$ cat src/rtl/bd_pkg.sv
// -----------------------------------------------------------------------------
// bd_pkg
// Shared types and constants of the fraction-free determinant engine.
// -----------------------------------------------------------------------------
package bd_pkg;

   localparam int DATA_BITS = 64;
   localparam int PROD_BITS = 2 * DATA_BITS;
   localparam int MUL_STEPS = 4;
   localparam int DIV_STEPS = PROD_BITS;

   // register map
   localparam logic [0:0] REG_MATRIX_SIZE = 1'b0;
   localparam logic [2:0] SIZE_RESET      = 3'd4;

   typedef enum logic [1:0] {
      ST_OK         = 2'd0,
      ST_ZERO_PIVOT = 2'd1,
      ST_OVERFLOW   = 2'd2
   } status_type;

   // controller to datapath
   typedef struct packed {
      logic       load_wr;
      logic       cell_wr;
      logic       rd_en;
      logic       cap_a;
      logic       cap_b;
      logic       cap_den;
      logic       den_one;
      logic       mul_clear;
      logic       pp_en;
      logic [1:0] pp_sel;
      logic       acc_en;
      logic       form_p1;
      logic       form_diff;
      logic       div_init;
      logic       div_step;
      logic       cap_det;
      logic       out_load;
      status_type out_status;
   } dp_cmd_type;

   // datapath to controller
   typedef struct packed {
      logic den_zero;
      logic q_ovf;
      logic out_free;
   } dp_stat_type;

endpackage

$ cat src/rtl/bd_ctrl.sv
// -----------------------------------------------------------------------------
// bd_ctrl
// Sequencer: load counting, elimination loop indices and cell micro-steps.
// -----------------------------------------------------------------------------
module bd_ctrl #(
   parameter int MAX_ORDER  = 4,
   parameter int ADDR_BITS  = 4
) (
   input  logic                   clock,
   input  logic                   reset,
   input  logic [2:0]             matrix_size,
   input  logic                   size_wr,
   input  logic                   req_valid,
   output logic                   req_ready,
   input  bd_pkg::dp_stat_type    stat,
   output bd_pkg::dp_cmd_type     cmd,
   output logic [ADDR_BITS-1:0]   rd_addr,
   output logic [ADDR_BITS-1:0]   wr_addr
);
   import bd_pkg::*;

   localparam int IDX_BITS   = (MAX_ORDER > 1) ? $clog2(MAX_ORDER) : 1;
   localparam int ORD_BITS   = $clog2(MAX_ORDER + 1);
   localparam int CNT_BITS   = $clog2(MAX_ORDER * MAX_ORDER + 1);
   localparam int DCNT_BITS  = $clog2(DIV_STEPS);

   typedef enum logic [15:0] {
      S_LOAD   = 16'h0001,
      S_RDDEN  = 16'h0002,
      S_CAPDEN = 16'h0004,
      S_RDA    = 16'h0008,
      S_RDB    = 16'h0010,
      S_CAPB   = 16'h0020,
      S_MUL    = 16'h0040,
      S_PRD    = 16'h0080,
      S_RDC    = 16'h0100,
      S_RDD    = 16'h0200,
      S_DIVI   = 16'h0400,
      S_DIV    = 16'h0800,
      S_WR     = 16'h1000,
      S_FIN    = 16'h2000,
      S_FCAP   = 16'h4000,
      S_OUT    = 16'h8000
   } state_type;

   state_type            state_ff, state_in;
   logic [CNT_BITS-1:0]  load_cnt_ff, load_cnt_in;
   logic [IDX_BITS-1:0]  k_ff, k_in, i_ff, i_in, j_ff, j_in;
   logic [2:0]           mcnt_ff, mcnt_in;
   logic [DCNT_BITS-1:0] dcnt_ff, dcnt_in;
   logic                 pass_ff, pass_in;
   status_type           err_ff, err_in;

   logic [ORD_BITS-1:0]  order;
   logic [IDX_BITS-1:0]  nm1, km1;
   logic [CNT_BITS-1:0]  total;
   logic                 accept;

   function automatic logic [ADDR_BITS-1:0] cell_addr(input logic [IDX_BITS-1:0] r,
                                                      input logic [IDX_BITS-1:0] c,
                                                      input logic [ORD_BITS-1:0] n);
      return ADDR_BITS'(int'(r) * int'(n) + int'(c));
   endfunction

   // saturate the size register into a usable order
   always_comb begin
      if (matrix_size == 3'd0) begin
         order = ORD_BITS'(1);
      end else if ({1'b0, matrix_size} > 4'(MAX_ORDER)) begin
         order = ORD_BITS'(MAX_ORDER);
      end else begin
         order = ORD_BITS'(matrix_size);
      end
   end

   assign nm1    = IDX_BITS'(order - ORD_BITS'(1));
   assign km1    = (k_ff == '0) ? '0 : k_ff - IDX_BITS'(1);
   assign total  = CNT_BITS'(int'(order) * int'(order));
   assign accept = req_valid && req_ready;
   assign req_ready = (state_ff == S_LOAD);

   // next state and commands
   always_comb begin
      state_in    = state_ff;
      load_cnt_in = load_cnt_ff;
      k_in        = k_ff;
      i_in        = i_ff;
      j_in        = j_ff;
      mcnt_in     = mcnt_ff;
      dcnt_in     = dcnt_ff;
      pass_in     = pass_ff;
      err_in      = err_ff;
      cmd         = '0;
      cmd.out_status = err_ff;
      rd_addr     = cell_addr(i_ff, j_ff, order);
      wr_addr     = load_cnt_ff[ADDR_BITS-1:0];

      case (state_ff)
         S_LOAD: begin
            cmd.load_wr = accept;
            if (size_wr) begin
               load_cnt_in = '0;
            end else if (accept) begin
               if (load_cnt_ff + CNT_BITS'(1) == total) begin
                  load_cnt_in = '0;
                  err_in      = ST_OK;
                  k_in        = '0;
                  i_in        = IDX_BITS'(1);
                  j_in        = IDX_BITS'(1);
                  state_in    = (order == ORD_BITS'(1)) ? S_FIN : S_RDDEN;
               end else begin
                  load_cnt_in = load_cnt_ff + CNT_BITS'(1);
               end
            end
         end
         S_RDDEN: begin
            cmd.rd_en = 1'b1;
            rd_addr   = cell_addr(km1, km1, order);
            state_in  = S_CAPDEN;
         end
         S_CAPDEN: begin
            cmd.cap_den = 1'b1;
            cmd.den_one = (k_ff == '0);
            state_in    = S_RDA;
         end
         S_RDA: begin
            pass_in = 1'b0;
            if (stat.den_zero) begin
               err_in   = ST_ZERO_PIVOT;
               state_in = S_OUT;
            end else begin
               cmd.rd_en = 1'b1;
               rd_addr   = cell_addr(i_ff, j_ff, order);
               state_in  = S_RDB;
            end
         end
         S_RDB: begin
            cmd.cap_a = 1'b1;
            cmd.rd_en = 1'b1;
            rd_addr   = cell_addr(k_ff, k_ff, order);
            state_in  = S_CAPB;
         end
         S_CAPB: begin
            cmd.cap_b     = 1'b1;
            cmd.mul_clear = 1'b1;
            mcnt_in       = '0;
            state_in      = S_MUL;
         end
         // four partial products, each accumulated in the following cycle
         S_MUL: begin
            cmd.pp_en  = (mcnt_ff < 3'(MUL_STEPS));
            cmd.pp_sel = mcnt_ff[1:0];
            cmd.acc_en = (mcnt_ff != 3'd0);
            mcnt_in    = mcnt_ff + 3'd1;
            if (mcnt_ff == 3'(MUL_STEPS)) begin
               state_in = S_PRD;
            end
         end
         S_PRD: begin
            if (!pass_ff) begin
               cmd.form_p1 = 1'b1;
               pass_in     = 1'b1;
               state_in    = S_RDC;
            end else begin
               cmd.form_diff = 1'b1;
               state_in      = S_DIVI;
            end
         end
         S_RDC: begin
            cmd.rd_en = 1'b1;
            rd_addr   = cell_addr(i_ff, k_ff, order);
            state_in  = S_RDD;
         end
         S_RDD: begin
            cmd.cap_a = 1'b1;
            cmd.rd_en = 1'b1;
            rd_addr   = cell_addr(k_ff, j_ff, order);
            state_in  = S_CAPB;
         end
         S_DIVI: begin
            cmd.div_init = 1'b1;
            dcnt_in      = '0;
            state_in     = S_DIV;
         end
         S_DIV: begin
            cmd.div_step = 1'b1;
            dcnt_in      = dcnt_ff + DCNT_BITS'(1);
            if (dcnt_ff == DCNT_BITS'(DIV_STEPS - 1)) begin
               state_in = S_WR;
            end
         end
         // store the quotient, or flag an overflow, and advance j, i, then k
         S_WR: begin
            wr_addr = cell_addr(i_ff, j_ff, order);
            if (stat.q_ovf) begin
               err_in   = ST_OVERFLOW;
               state_in = S_OUT;
            end else begin
               cmd.cell_wr = 1'b1;
               state_in    = S_RDDEN;
               if (j_ff < nm1) begin
                  j_in = j_ff + IDX_BITS'(1);
               end else if (i_ff < nm1) begin
                  i_in = i_ff + IDX_BITS'(1);
                  j_in = k_ff + IDX_BITS'(1);
               end else if (k_ff + IDX_BITS'(1) < nm1) begin
                  k_in = k_ff + IDX_BITS'(1);
                  i_in = k_ff + IDX_BITS'(2);
                  j_in = k_ff + IDX_BITS'(2);
               end else begin
                  state_in = S_FIN;
               end
            end
         end
         S_FIN: begin
            cmd.rd_en = 1'b1;
            rd_addr   = cell_addr(nm1, nm1, order);
            state_in  = S_FCAP;
         end
         S_FCAP: begin
            cmd.cap_det = 1'b1;
            state_in    = S_OUT;
         end
         S_OUT: begin
            if (stat.out_free) begin
               cmd.out_load = 1'b1;
               state_in     = S_LOAD;
            end
         end
         default: begin
            state_in = S_LOAD;
         end
      endcase
   end

   always_ff @(posedge clock) begin
      if (reset) begin
         state_ff    <= S_LOAD;
         load_cnt_ff <= '0;
         err_ff      <= ST_OK;
         pass_ff     <= 1'b0;
      end else begin
         state_ff    <= state_in;
         load_cnt_ff <= load_cnt_in;
         err_ff      <= err_in;
         pass_ff     <= pass_in;
      end
   end

   always_ff @(posedge clock) begin
      k_ff    <= k_in;
      i_ff    <= i_in;
      j_ff    <= j_in;
      mcnt_ff <= mcnt_in;
      dcnt_ff <= dcnt_in;
   end

endmodule

$ cat config.mk
export PLATFORM = sky130hd
export DESIGN_NAME = bd_ctrl
export DESIGN_NICKNAME = d
export VERILOG_FILES = /design/src/rtl/bd_pkg.sv /design/src/rtl/bd_ctrl.sv
export SDC_FILE = /design/constraint.sdc
export NUM_CORES = 1
export LEC_CHECK = 0
export BUFFER_PORTS_ARGS = -buffer_cell sky130_fd_sc_hd__buf_2
export CORE_MARGIN = 1.5
export CORE_UTILIZATION = 39
export CTS_CLUSTER_DIAMETER = 60
export DETAILED_ROUTE_END_ITERATION = 10
export GPL_TIMING_DRIVEN = 1
export SLEW_MARGIN = 10
export SYNTH_ARGS = -nofsm -noshare
export SYNTH_HDL_FRONTEND = slang
export SYNTH_SLANG_ARGS = --single-unit
$ cat constraint.sdc
create_clock -name clock -period 3.9 [get_ports clock]
set_input_delay 0.195 -clock clock [delete_from_list [all_inputs] [get_ports clock]]
set_output_delay 0.195 -clock clock [all_outputs]
set_load 0.02 [all_outputs]
# [Word-level counts from Yosys, hierarchy flattened]
# Cells that the tools add are included.
[totals] out_inout_bits=29 elab_cells=151 register_bits=40 inputBits=10
[classes] mux=65 n_lt_le_gt_ge=5 reduce_logical=18 eq_ne=34 add_sub_neg=15 mul=5
[ops] operator="one-hot mux 16 bit (15 select lines)" n=1
[ops] operator="2-to-1 mux 16 bit" n=8
[ops] operator="2-to-1 mux 14 bit" n=4
[ops] operator="2-to-1 mux 2 bit" n=22
[ops] operator="!= test 2 bit, second input constant" n=10
[ops] operator="one-hot mux 4 bit (5 select lines)" n=1
[ops] operator="AND reduction 6 bit" n=3
[ops] operator="adder 4 x 2 -> 4 bit" n=4
[ops] operator="equality test 16 x 1 -> 1 bit, second input constant" n=1
[ops] operator="equality test 16 x 10 -> 1 bit, second input constant" n=1
[ops] operator="equality test 16 x 11 -> 1 bit, second input constant" n=1
[ops] operator="equality test 16 x 12 -> 1 bit, second input constant" n=1
[ops] operator="equality test 16 x 13 -> 1 bit, second input constant" n=1
[ops] operator="equality test 16 x 14 -> 1 bit, second input constant" n=1
[ops] operator="equality test 16 x 15 -> 1 bit, second input constant" n=1
[ops] operator="equality test 16 bit, second input constant" n=1
[ops] operator="equality test 16 x 2 -> 1 bit, second input constant" n=1
[ops] operator="equality test 16 x 3 -> 1 bit, second input constant" n=1
[ops] operator="equality test 16 x 4 -> 1 bit, second input constant" n=1
[ops] operator="equality test 16 x 5 -> 1 bit, second input constant" n=1
[ops] operator="equality test 16 x 6 -> 1 bit, second input constant" n=1
[ops] operator="equality test 16 x 7 -> 1 bit, second input constant" n=1
[ops] operator="equality test 16 x 8 -> 1 bit, second input constant" n=1
[ops] operator="equality test 16 x 9 -> 1 bit, second input constant" n=1
[ops] operator="39 further kinds" n=73

# [Logic depth before layout (Yosys ltp)]
# Gate-level depths: netlist of the first run.
[logic_depth] word_depth=10 depth_mapped=15 depth_no_buf=14

# [Least setup slack after synthesis of the first run]
# No wires, ideal clock.
[synth_path] path_type="input -> output" from="input matrix_size[2]" to="output rd_addr[3]" slack_ns=0.429 arrival_ns=3.276 stages=15 n_path_buf=2 required_time_ns=3.705 path_cell_list="clkbuf_1 clkbuf_1 nor2_1 and2_1 ha_1 inv_1 nor2_1 a21o_1 ha_1 a21o_1 nand2_1 nor2_1 a211oi_1 a21oi_1 o311ai_0"
[synth_via] elab_chain_len=7 elab_cells_between_ends=16 cone_classes="add/sub (7); mul (4); order compare (1); mux (3); reduce/logical (1)"
[synth_lines] item="start, declared" line="bd_ctrl.sv:11" source="input logic [2:0] matrix_size,"
[synth_lines] item="> comparator 3 bit" line="bd_ctrl.sv:69" source="end else if ({1'b0, matrix_size} > 4'(MAX_ORDER)) begin"
[synth_lines] item="2-to-1 mux 3 bit" line="bd_ctrl.sv:69"
[synth_lines] item="2-to-1 mux 3 bit (*)" line="bd_ctrl.sv:67" source="if (matrix_size == 3'd0) begin"
[synth_lines] item="subtractor 2 x 1 -> 2 bit" line="bd_ctrl.sv:76" source="assign nm1 = IDX_BITS'(order - ORD_BITS'(1));"
[synth_lines] item="multiplier 2 x 3 -> 4 bit" line="bd_ctrl.sv:62" source="return ADDR_BITS'(int'(r) * int'(n) + int'(c));"
[synth_lines] item="adder 4 x 2 -> 4 bit" line="bd_ctrl.sv:62"
[synth_lines] item="one-hot mux 4 bit (5 select lines) (*)" line="bd_ctrl.sv:98" source="case (state_ff)"
[synth_lines] item="end, declared" line="bd_ctrl.sv:17" source="output logic [ADDR_BITS-1:0] rd_addr,"
# Mark *: on every way between the ends. The rest lies on a longest branch, timed or not.

# [Worst setup path in the final report of the first run]
[layout_path] from="register k_ff[0]" to="output rd_addr[3]"
[layout_via] elab_chain_len=5 elab_cells_between_ends=10 cone_classes="add/sub (5); mul (2); mux (2); reduce/logical (1)"
[layout_lines] item="start, declared" line="bd_ctrl.sv:48" source="logic [IDX_BITS-1:0] k_ff, k_in, i_ff, i_in, j_ff, j_in;"
[layout_lines] item="start signal, assigned" line="bd_ctrl.sv:251" source="k_ff <= k_in;"
[layout_lines] item="subtractor 2 x 1 -> 2 bit or zero test 2 bit (tied branches)" line="bd_ctrl.sv:77" source="assign km1 = (k_ff == '0) ? '0 : k_ff - IDX_BITS'(1);"
[layout_lines] item="2-to-1 mux 2 bit" line="bd_ctrl.sv:77"
[layout_lines] item="multiplier 2 x 3 -> 4 bit" line="bd_ctrl.sv:62"
[layout_lines] item="adder 4 x 2 -> 4 bit" line="bd_ctrl.sv:62"
[layout_lines] item="one-hot mux 4 bit (5 select lines) (*)" line="bd_ctrl.sv:98"
# Marks and branches as above.

==> impl_metrics.tcl, run 1 <==
set metrics [dict create \
    yosysTopAreaCell "dfxtp_1" \
    setup-violations-final 0 \
    first_global_vias 3020 \
    synthTopCellsByCount "nor2_1 (46), nand2_1 (40), inv_1 (28)" \
    yosys_warnings 0 \
    antenna_cells 0 \
    routedWlPerCell_um 15.7 \
    syn-num-nets 459 \
    die_x_um 96.6 \
    htreeDepth 2 \
    seq_area_frac_synth 0.281 \
    dp_hpwl_mm 6.92 \
    relSlewSlack 0.348 \
    synthFlopType "dfxtp_1" \
    synth_edf_count 16 \
    cts_tree "yes" \
    top_layer "met4" \
    peakVddDrop_uv 161 \
    hold_path.class "input port to flip-flop" \
    clk_pin_slew_ns 0.09 \
    crit_path_top_delay_cell "edfxtp_1" \
    routed_wl_mm 8.82 \
    ant_nets 0 \
    avgSynthCellArea_um2 8.21 \
    drt_pre_antenna_iters 5 \
    yosys.area.top_type_share 0.141 \
    fin_tns_setup_ns 0 \
    drc_errors 0 \
    synth_area_leaders "dfxtp_1 (14%), edfxtp_1 (14%), ha_1 (9.5%), nor2_1 (5.1%), nand2_1 (4.4%)" \
    place_area_um2 3730 \
    yosysMostFrequentCell "nor2_1" \
    nFillCells 846 \
    initial_core_util 0.410 \
    ys_seq_elements 40 \
    post-cts-setup-buffers 0 \
    endpoint_kind "output port" \
    routed_via_density 5.58 \
    grt_pass1_wl_mm 14.6 \
    leakage_nw 1.64 \
    final-hold-violation-count 0 \
    cts_sinks 40 \
    holdBufCountCts 0 \
    grt_use_total 0.190 \
    clock_latency_ns 0.30 \
    ioPinCount 39 \
    yosysUniqueCellTypes 63 \
    fin_crit_sh 0.940 \
    synthesis.instances 416 \
    arrival_ns 3.47 \
    fin_worst_skew_ns 0.0112 \
    syn_area_um2 3420 \
    numCtsBuffers 5 \
    cap_violations 0 \
    worstMarginPinSlew_ns 0.968 \
    path_cells "inv_1 > ha_1 > nand2_1 > fa_1 > inv_1 > ha_1 > fa_1 > xor2_1 > xnor2_1 > a22o_1 > a21oi_1 > o311ai_0 > buf_2" \
    startpoint_type "flip-flop" \
    vias 3131 \
    pre_cts_ws_ns 0.463 \
    dieArea_um2 9330 \
    clock-root-buffer "clkbuf_8" \
    row_count 33 \
    critPathMaxFanout 7 \
    cts_buffer_depth 2 \
    port_buffers 38 \
    fin_nets 498 \
    worst_slack_ns 0.234 \
    rsz0062_at_grt "no" \
    gp_congestion 0.852 \
    fin_crit_ns 3.67 \
    wl_met2_mm 3.83 \
    grt_max_degree 18 \
    grt_remaining_overflow 0 \
    die_y_um 96.6 \
    drt-met1-wl_mm 4.18 \
    fmax_ghz 0.273 \
    power_density_nw_per_um2 276 \
    synthToLayoutAreaGrowth_pct 12.0 \
    routed-wl-met3_um 507 \
    crit_type "flip-flop to output port" \
    critPathRequiredTime_ns 3.70 \
    synthArstFlopShare 0 \
    drive_gt1_frac 0.143 \
    maxSlewViolCount 0 \
    final_area_um2 3830 \
    antenna_found_initial 0 \
    core_um2 8340 \
    outcome "complete, no violations" \
    drt_iter0_markers 251 \
    cp_slowest_stage_delay_ns 0.52 \
    cts_resized 0 \
]
==> power by group <==
group	switching, W	total, W	internal, W
clock	0.000161	0.000289	0.000128
combinational	0.000196	0.000314	0.000118
sequential	0.0000133	0.000454	0.000440
==> kinds of logic (layout without fill, tap and decap cells) <==
logic type	after synthesis	in the layout	synth area share
other	1	1	0.00110
buffers and inverters	44	84	0.0509
XOR/XNOR	29	29	0.0784
AO/OA/AOI/OAI	81	81	0.156
adder cells (fa/ha/maj)	33	33	0.136
flip-flops	40	40	0.281
multiplexers	3	3	0.00952
AND/OR/NAND/NOR	185	185	0.287
==> flip-flops by register name, indices dropped and copies added (netlist names) <==
register and count:
load_cnt_ff 5, state_ff 16, j_ff 2, pass_ff 1, mcnt_ff 3, k_ff 2
err_ff 2, i_ff 2, dcnt_ff 7
==> final timing paths <==
path              slack, ns          end  depth (start not counted)         start
setup reg to reg       1.30  state_ff[9]                          7  state_ff[12]
hold / removal         0.13  state_ff[4]                          2       stat[2]
hold reg to reg        0.50  state_ff[8]                          1       pass_ff
setup / recovery       0.23   rd_addr[3]                         13       k_ff[0]
==> critical path, delay by kind of cell, from the launching register on <==
kind	cells	cell delay, ns
adders and majority gates	4	1.31
DFF	1	0.52
AOI/OAI and AO/OA	3	0.50
buffers and inverters	3	0.45
xor gates and xnor gates	2	0.28
and+or+nand+nor	1	0.09
==> metal layers <==
| metal | track usage | vias up |
|---|---|---|
| met4 | 0.0836 | 0 |
| li1 | - | 1554 |
| met1 | 0.269 | 1461 |
| met5 | 0 | - |
| met3 | 0.0354 | 25 |
| met2 | 0.280 | 91 |
==> area by class of cell <==
class	instances	area, um^2	area share
Clock buffer	6	72.6	0.0190
Clock inverter	2	15.0	0.00392
Inverter	29	109	0.0284
Multi-Input combinational cell	332	2280	0.596
Sequential cell	40	961	0.251
Tap cell	105	131	0.0343
Timing Repair Buffer	47	258	0.0673
==> stage by stage <==
stage          utilization  power [W]  hold slack (ns)  std cells
6_report             0.459    0.00106            0.125        561
5_1_grt              0.459    0.00112            0.136        561
4_1_cts              0.457    0.00106            0.118        559
3_5_place_dp         0.447   0.000773            0.439        551
3_3_place_gp         0.447   0.000771            0.434        551
2_1_floorplan            -   0.000686            0.274        416
==> cells in the final DEF, fill, tap and decap left out, types with 3 or more instances in the layout <==
| cell type | n |
|---|---|
| nor4b_1 | 9 |
| nor3_1 | 13 |
| nor2_1 | 46 |
| fa_1 | 7 |
| nand4_1 | 6 |
| o21ai_0 | 13 |
| or3_1 | 4 |
| o21bai_1 | 5 |
| buf_2 | 38 |
| nand3_1 | 10 |
| a21oi_1 | 24 |
| or4_1 | 3 |
| clkbuf_8 | 5 |
| inv_1 | 28 |
| ha_1 | 26 |
| dfxtp_1 | 24 |
| xnor2_1 | 17 |
| nor4_1 | 9 |
| nor2b_1 | 11 |
| buf_4 | 9 |
| a31oi_1 | 4 |
| edfxtp_1 | 16 |
| nand2b_1 | 3 |
| a211oi_1 | 6 |
| a21o_1 | 4 |
| xor2_1 | 11 |
| and2_1 | 16 |
| a32oi_1 | 4 |
| nand2_1 | 40 |
Power figures use the tool's default switching activity.
==> inputs of run 2 (changes only) <==
Settings changed: CORE_UTILIZATION 39 to 45.
==> impl_metrics.tcl, run 2 (same netlist as run 1, synthesis figures left out) <==
set metrics [dict create \
    worst_slack_ns 0.257 \
    ant_nets 0 \
    power_density_nw_per_um2 276 \
    rsz0062_at_grt "no" \
    hold_path.class "input port to flip-flop" \
    fin_crit_sh 0.934 \
    port_buffers 38 \
    initial_core_util 0.469 \
    numCtsBuffers 5 \
    drt_iter0_markers 118 \
    cts_tree "yes" \
    final_common_cell "nor2_1" \
    final_area_um2 3840 \
    grt_pass1_wl_mm 14.7 \
    clk_pin_slew_ns 0.09 \
    routedWlPerCell_um 15.6 \
    die_y_um 90.1 \
    dieArea_um2 8130 \
    clock_latency_ns 0.30 \
    crit_path_top_delay_cell "fa_1" \
    fin_crit_ns 3.64 \
    vias 3123 \
    path_cells "inv_1 > ha_1 > nand2_1 > fa_1 > inv_1 > ha_1 > fa_1 > xor2_1 > xnor2_1 > a22o_1 > a21oi_1 > o311ai_0 > buf_2" \
    dp_hpwl_mm 6.82 \
    maxSlewViolCount 0 \
    reg.largest.list "state_ff (16), dcnt_ff (7), load_cnt_ff (5)" \
    core_um2 7290 \
    fin_nets 500 \
    grt_remaining_overflow 0 \
    arrival_ns 3.45 \
    routed_via_density 5.61 \
    relSlewSlack 0.538 \
    regMostFlops "state_ff" \
    path_delay_family "adder cells" \
    fin_tns_setup_ns 0 \
    cap_violations 0 \
    synthToLayoutAreaGrowth_pct 12.3 \
    ioPinCount 39 \
    pre_cts_ws_ns 0.414 \
    place_area_um2 3730 \
    leakage_nw 1.65 \
    final-hold-violation-count 0 \
    layout_common_cells "nor2_1 (46), nand2_1 (40), buf_2 (38), inv_1 (28), ha_1 (26)" \
    gp_congestion 0.854 \
    crit_buf_inv 3 \
    die_x_um 90.1 \
    first_global_vias 2975 \
    largest_reg_flops 16 \
    drive_gt1_frac 0.148 \
    htreeDepth 2 \
    startpoint_type "flip-flop" \
    outcome "complete, no violations" \
    row_count 31 \
    clock-root-buffer "clkbuf_8" \
    holdBufCountCts 0 \
    worstMarginPinSlew_ns 0.683 \
    drt_pre_antenna_iters 4 \
    critPathMaxFanout 5 \
    peakVddDrop_uv 151 \
    cts_buffer_depth 2 \
    fmax_ghz 0.275 \
    total_power_w 0.00106 \
    drc_errors 0 \
    antenna_cells 0 \
    setup-violations-final 0 \
    routed_wl_mm 8.69 \
    critPathRequiredTime_ns 3.70 \
    grt_use_total 0.224 \
    cp_slowest_stage_delay_ns 0.52 \
    grt_max_degree 18 \
    cts_sinks 40 \
    fin_worst_skew_ns 0.00990 \
    antenna_found_initial 1 \
    endpoint_kind "output port" \
    crit_type "flip-flop to output port" \
]
[run 2: area by class of cell]
cell class | count | area, um^2
clock buffers | 5 | 68.8
clock inverters | 3 | 20.0
fillers | 769 | 3450
inverters | 29 | 109
multi-input cells | 332 | 2280
flip-flops and latches | 40 | 961
well taps | 99 | 124
repair buffers | 49 | 273
[run 2: stage by stage]
stage / hold WS [ns] / util / std cells
after floorplan: 0.274 / - / 416
after global placement: 0.433 / 0.511 / 546
after detailed placement: 0.439 / 0.511 / 546
after CTS: 0.114 / 0.523 / 554
after global routing: 0.127 / 0.526 / 557
final: 0.126 / 0.526 / 557
[run 2: worst paths after layout]
check | from | slack (ns) | cells past startpoint | endpoint
hold reg to reg | pass_ff | 0.50 | 2 | pass_ff
setup reg to reg | state_ff[4] | 1.27 | 7 | k_ff[1]
setup / recovery | k_ff[0] | 0.26 | 13 | rd_addr[3]
hold / removal | stat[2] | 0.13 | 2 | state_ff[4]
[run 2: what timing repair did]
action                                  in CTS  in global routing
buffers inserted                             0                  3
gates resized for setup                      0                  0
endpoints found under the setup margin       0                  1
[run 2: where the power goes]
| part | total [W] | leakage [nW] | switching, W | internal (W) |
|---|---|---|---|---|
| Combinational | 0.000317 | 1.29 | 0.000197 | 0.000119 |
| Clock | 0.000289 | 0.0489 | 0.000162 | 0.000128 |
| Sequential | 0.000455 | 0.317 | 0.0000144 | 0.000440 |
| Total | 0.00106 | 1.65 | 0.000373 | 0.000687 |
[run 2: routing by layer]
metal | share of wire | GRT usage
met1 | 0.49 | 0.309
met3 | 0.040 | 0.0355
met2 | 0.46 | 0.366
met5 | 0.0015 | 0
met4 | 0.010 | 0.0529
==> inputs of run 3 (changes only) <==
Settings changed: BUFFER_PORTS_ARGS -buffer_cell sky130_fd_sc_hd__buf_2 to -buffer_cell sky130_fd_sc_hd__buf_4.
==> impl_metrics.tcl, run 3 (same netlist as run 1, synthesis figures left out) <==
set metrics [dict create \
    outcome "complete, no violations" \
    critPathMaxFanout 5 \
    routed_via_density 5.57 \
    cts_tree "yes" \
    fin_worst_skew_ns 0.00685 \
    timing.rr.end "state_ff[5]" \
    peakVddDrop_uv 169 \
    reg.largest.list "state_ff (16), dcnt_ff (7), load_cnt_ff (5)" \
    cap_violations 0 \
    die_x_um 90.1 \
    largest_reg_flops 16 \
    routedWlPerCell_um 15.9 \
    startpoint_type "flip-flop" \
    arrival_ns 3.43 \
    drive_gt1_frac 0.143 \
    grt_remaining_overflow 0 \
    drc_errors 0 \
    gp_congestion 0.853 \
    holdPathStages 2 \
    critPathRequiredTime_ns 3.70 \
    p_sw_frac 0.349 \
    final-hold-violation-count 0 \
    p_int_w 0.000695 \
    path_delay_family "adder cells" \
    vias 3090 \
    first_global_vias 2870 \
    rrSetupSlack_ns 1.39 \
    min_from "stat[2]" \
    setup-violations-final 0 \
    fin_tns_setup_ns 0 \
    numCtsBuffers 5 \
    path_cells "inv_1 > ha_1 > nand2_1 > fa_1 > inv_1 > ha_1 > fa_1 > xor2_1 > xnor2_1 > a22o_1 > a21oi_1 > o311ai_0 > buf_4" \
    antenna_cells 0 \
    fin_nets 498 \
    ioPinCount 39 \
    dieArea_um2 8130 \
    regMostFlops "state_ff" \
    leakage_nw 1.65 \
    drt_pre_antenna_iters 6 \
    relSlewSlack 0.343 \
    dp_hpwl_mm 6.92 \
    ant_nets 0 \
    core_um2 7290 \
    rr_worst_depth 7 \
    cp_slowest_stage_delay_ns 0.53 \
    hold_path.class "input port to flip-flop" \
    power_switching_w 0.000373 \
    comb_power_share 0.305 \
    pre_cts_ws_ns 0.474 \
    maxSlewViolCount 0 \
    crit_buf_inv 3 \
    clock-root-buffer "clkbuf_8" \
    fin_crit_ns 3.63 \
    htreeDepth 2 \
    row_count 31 \
    worstReg2RegStart "state_ff[12]" \
    grt_use_total 0.221 \
    layout_common_cells "buf_4 (47), nor2_1 (46), nand2_1 (40), inv_1 (28), ha_1 (26)" \
    antenna_found_initial 0 \
    crit_type "flip-flop to output port" \
    port_buffers 38 \
    whs_endpoint "state_ff[4]" \
    synthToLayoutAreaGrowth_pct 14.5 \
    drt_iter0_markers 222 \
    worstMarginPinSlew_ns 0.972 \
    cts_sinks 40 \
    clock_latency_ns 0.30 \
    p_clk_frac 0.270 \
    die_y_um 90.1 \
    crit_path_top_delay_cell "fa_1" \
    postLayoutCoreUtil 0.537 \
    power_density_nw_per_um2 273 \
    endpoint_kind "output port" \
    cts_buffer_depth 2 \
    fin_crit_sh 0.931 \
    grt_max_degree 18 \
    clk_pin_slew_ns 0.09 \
    routed_wl_mm 8.85 \
    p_seq_frac 0.425 \
    final_common_cell "buf_4" \
    worst_slack_ns 0.270 \
    fmax_ghz 0.275 \
    cts_resized 0 \
    initial_core_util 0.469 \
    rsz0062_at_grt "no" \
    grt_pass1_wl_mm 14.5 \
]
[run 3: cell types whose count changed in the layout (fill, tap and decap cells not counted)]
cell | previous run | this run
buf_2 | 38 | 0
buf_4 | 11 | 47
clkinv_1 | 0 | 1
clkinv_2 | 1 | 0
inv_4 | 1 | 2
inv_6 | 1 | 0
[run 3: per-stage QoR]
stage,power [W],instance area (um^2),hold slack (ns),instances
CTS,0.00107,3900,0.0888,553
global route,0.00113,3910,0.108,555
detailed placement,0.000785,3810,0.410,545
global placement,0.000784,3810,0.406,545
finish,0.00107,3910,0.0895,555
floorplan,0.000686,3420,0.274,416
[run 3: cell type report]
cell class	count	area (um^2)
Tap cell	99	124
Multi-Input combinational cell	332	2280
Clock inverter	3	16.3
Inverter	29	109
Fill cell	742	3380
Sequential cell	40	961
Clock buffer	5	68.8
Timing Repair Buffer	47	353
[run 3: power groups by stage]
stage	clock, W	combinational, W	sequential [W]
finish	0.000288	0.000326	0.000454
global route	0.000310	0.000362	0.000455
CTS	0.000293	0.000324	0.000454
detailed placement	0	0.000321	0.000463
global placement	0	0.000320	0.000464
floorplan	0	0.000227	0.000459
[run 3: worst max-delay path by stage]
stage               depth (start not counted)  slack, ns           start         end
floorplan                                  15       0.43  matrix_size[2]  rd_addr[3]
global placement                           13       0.55         k_ff[0]  rd_addr[3]
detailed placement                         14       0.47  matrix_size[1]  rd_addr[3]
CTS                                        13       0.15         k_ff[0]  rd_addr[3]
global route                               11      0.008     state_ff[8]  rd_addr[3]
finish                                     13       0.27         k_ff[0]  rd_addr[3]
[run 3: metal layers]
layer  share of wire  global-route usage  vias to the layer above
li1                -                   -                     1559
met1            0.49               0.316                     1433
met2            0.46               0.360                       86
met3           0.041              0.0220                       12
met4           0.010              0.0450                        0
met5               0                   0                        -
[run 3: what timing repair did]
item                                   4_1_cts  5_1_grt
hold buffers                                 0        0
endpoints found under the hold margin        0        0
setup endpoints to repair                    0        1
buffers inserted                             0        2
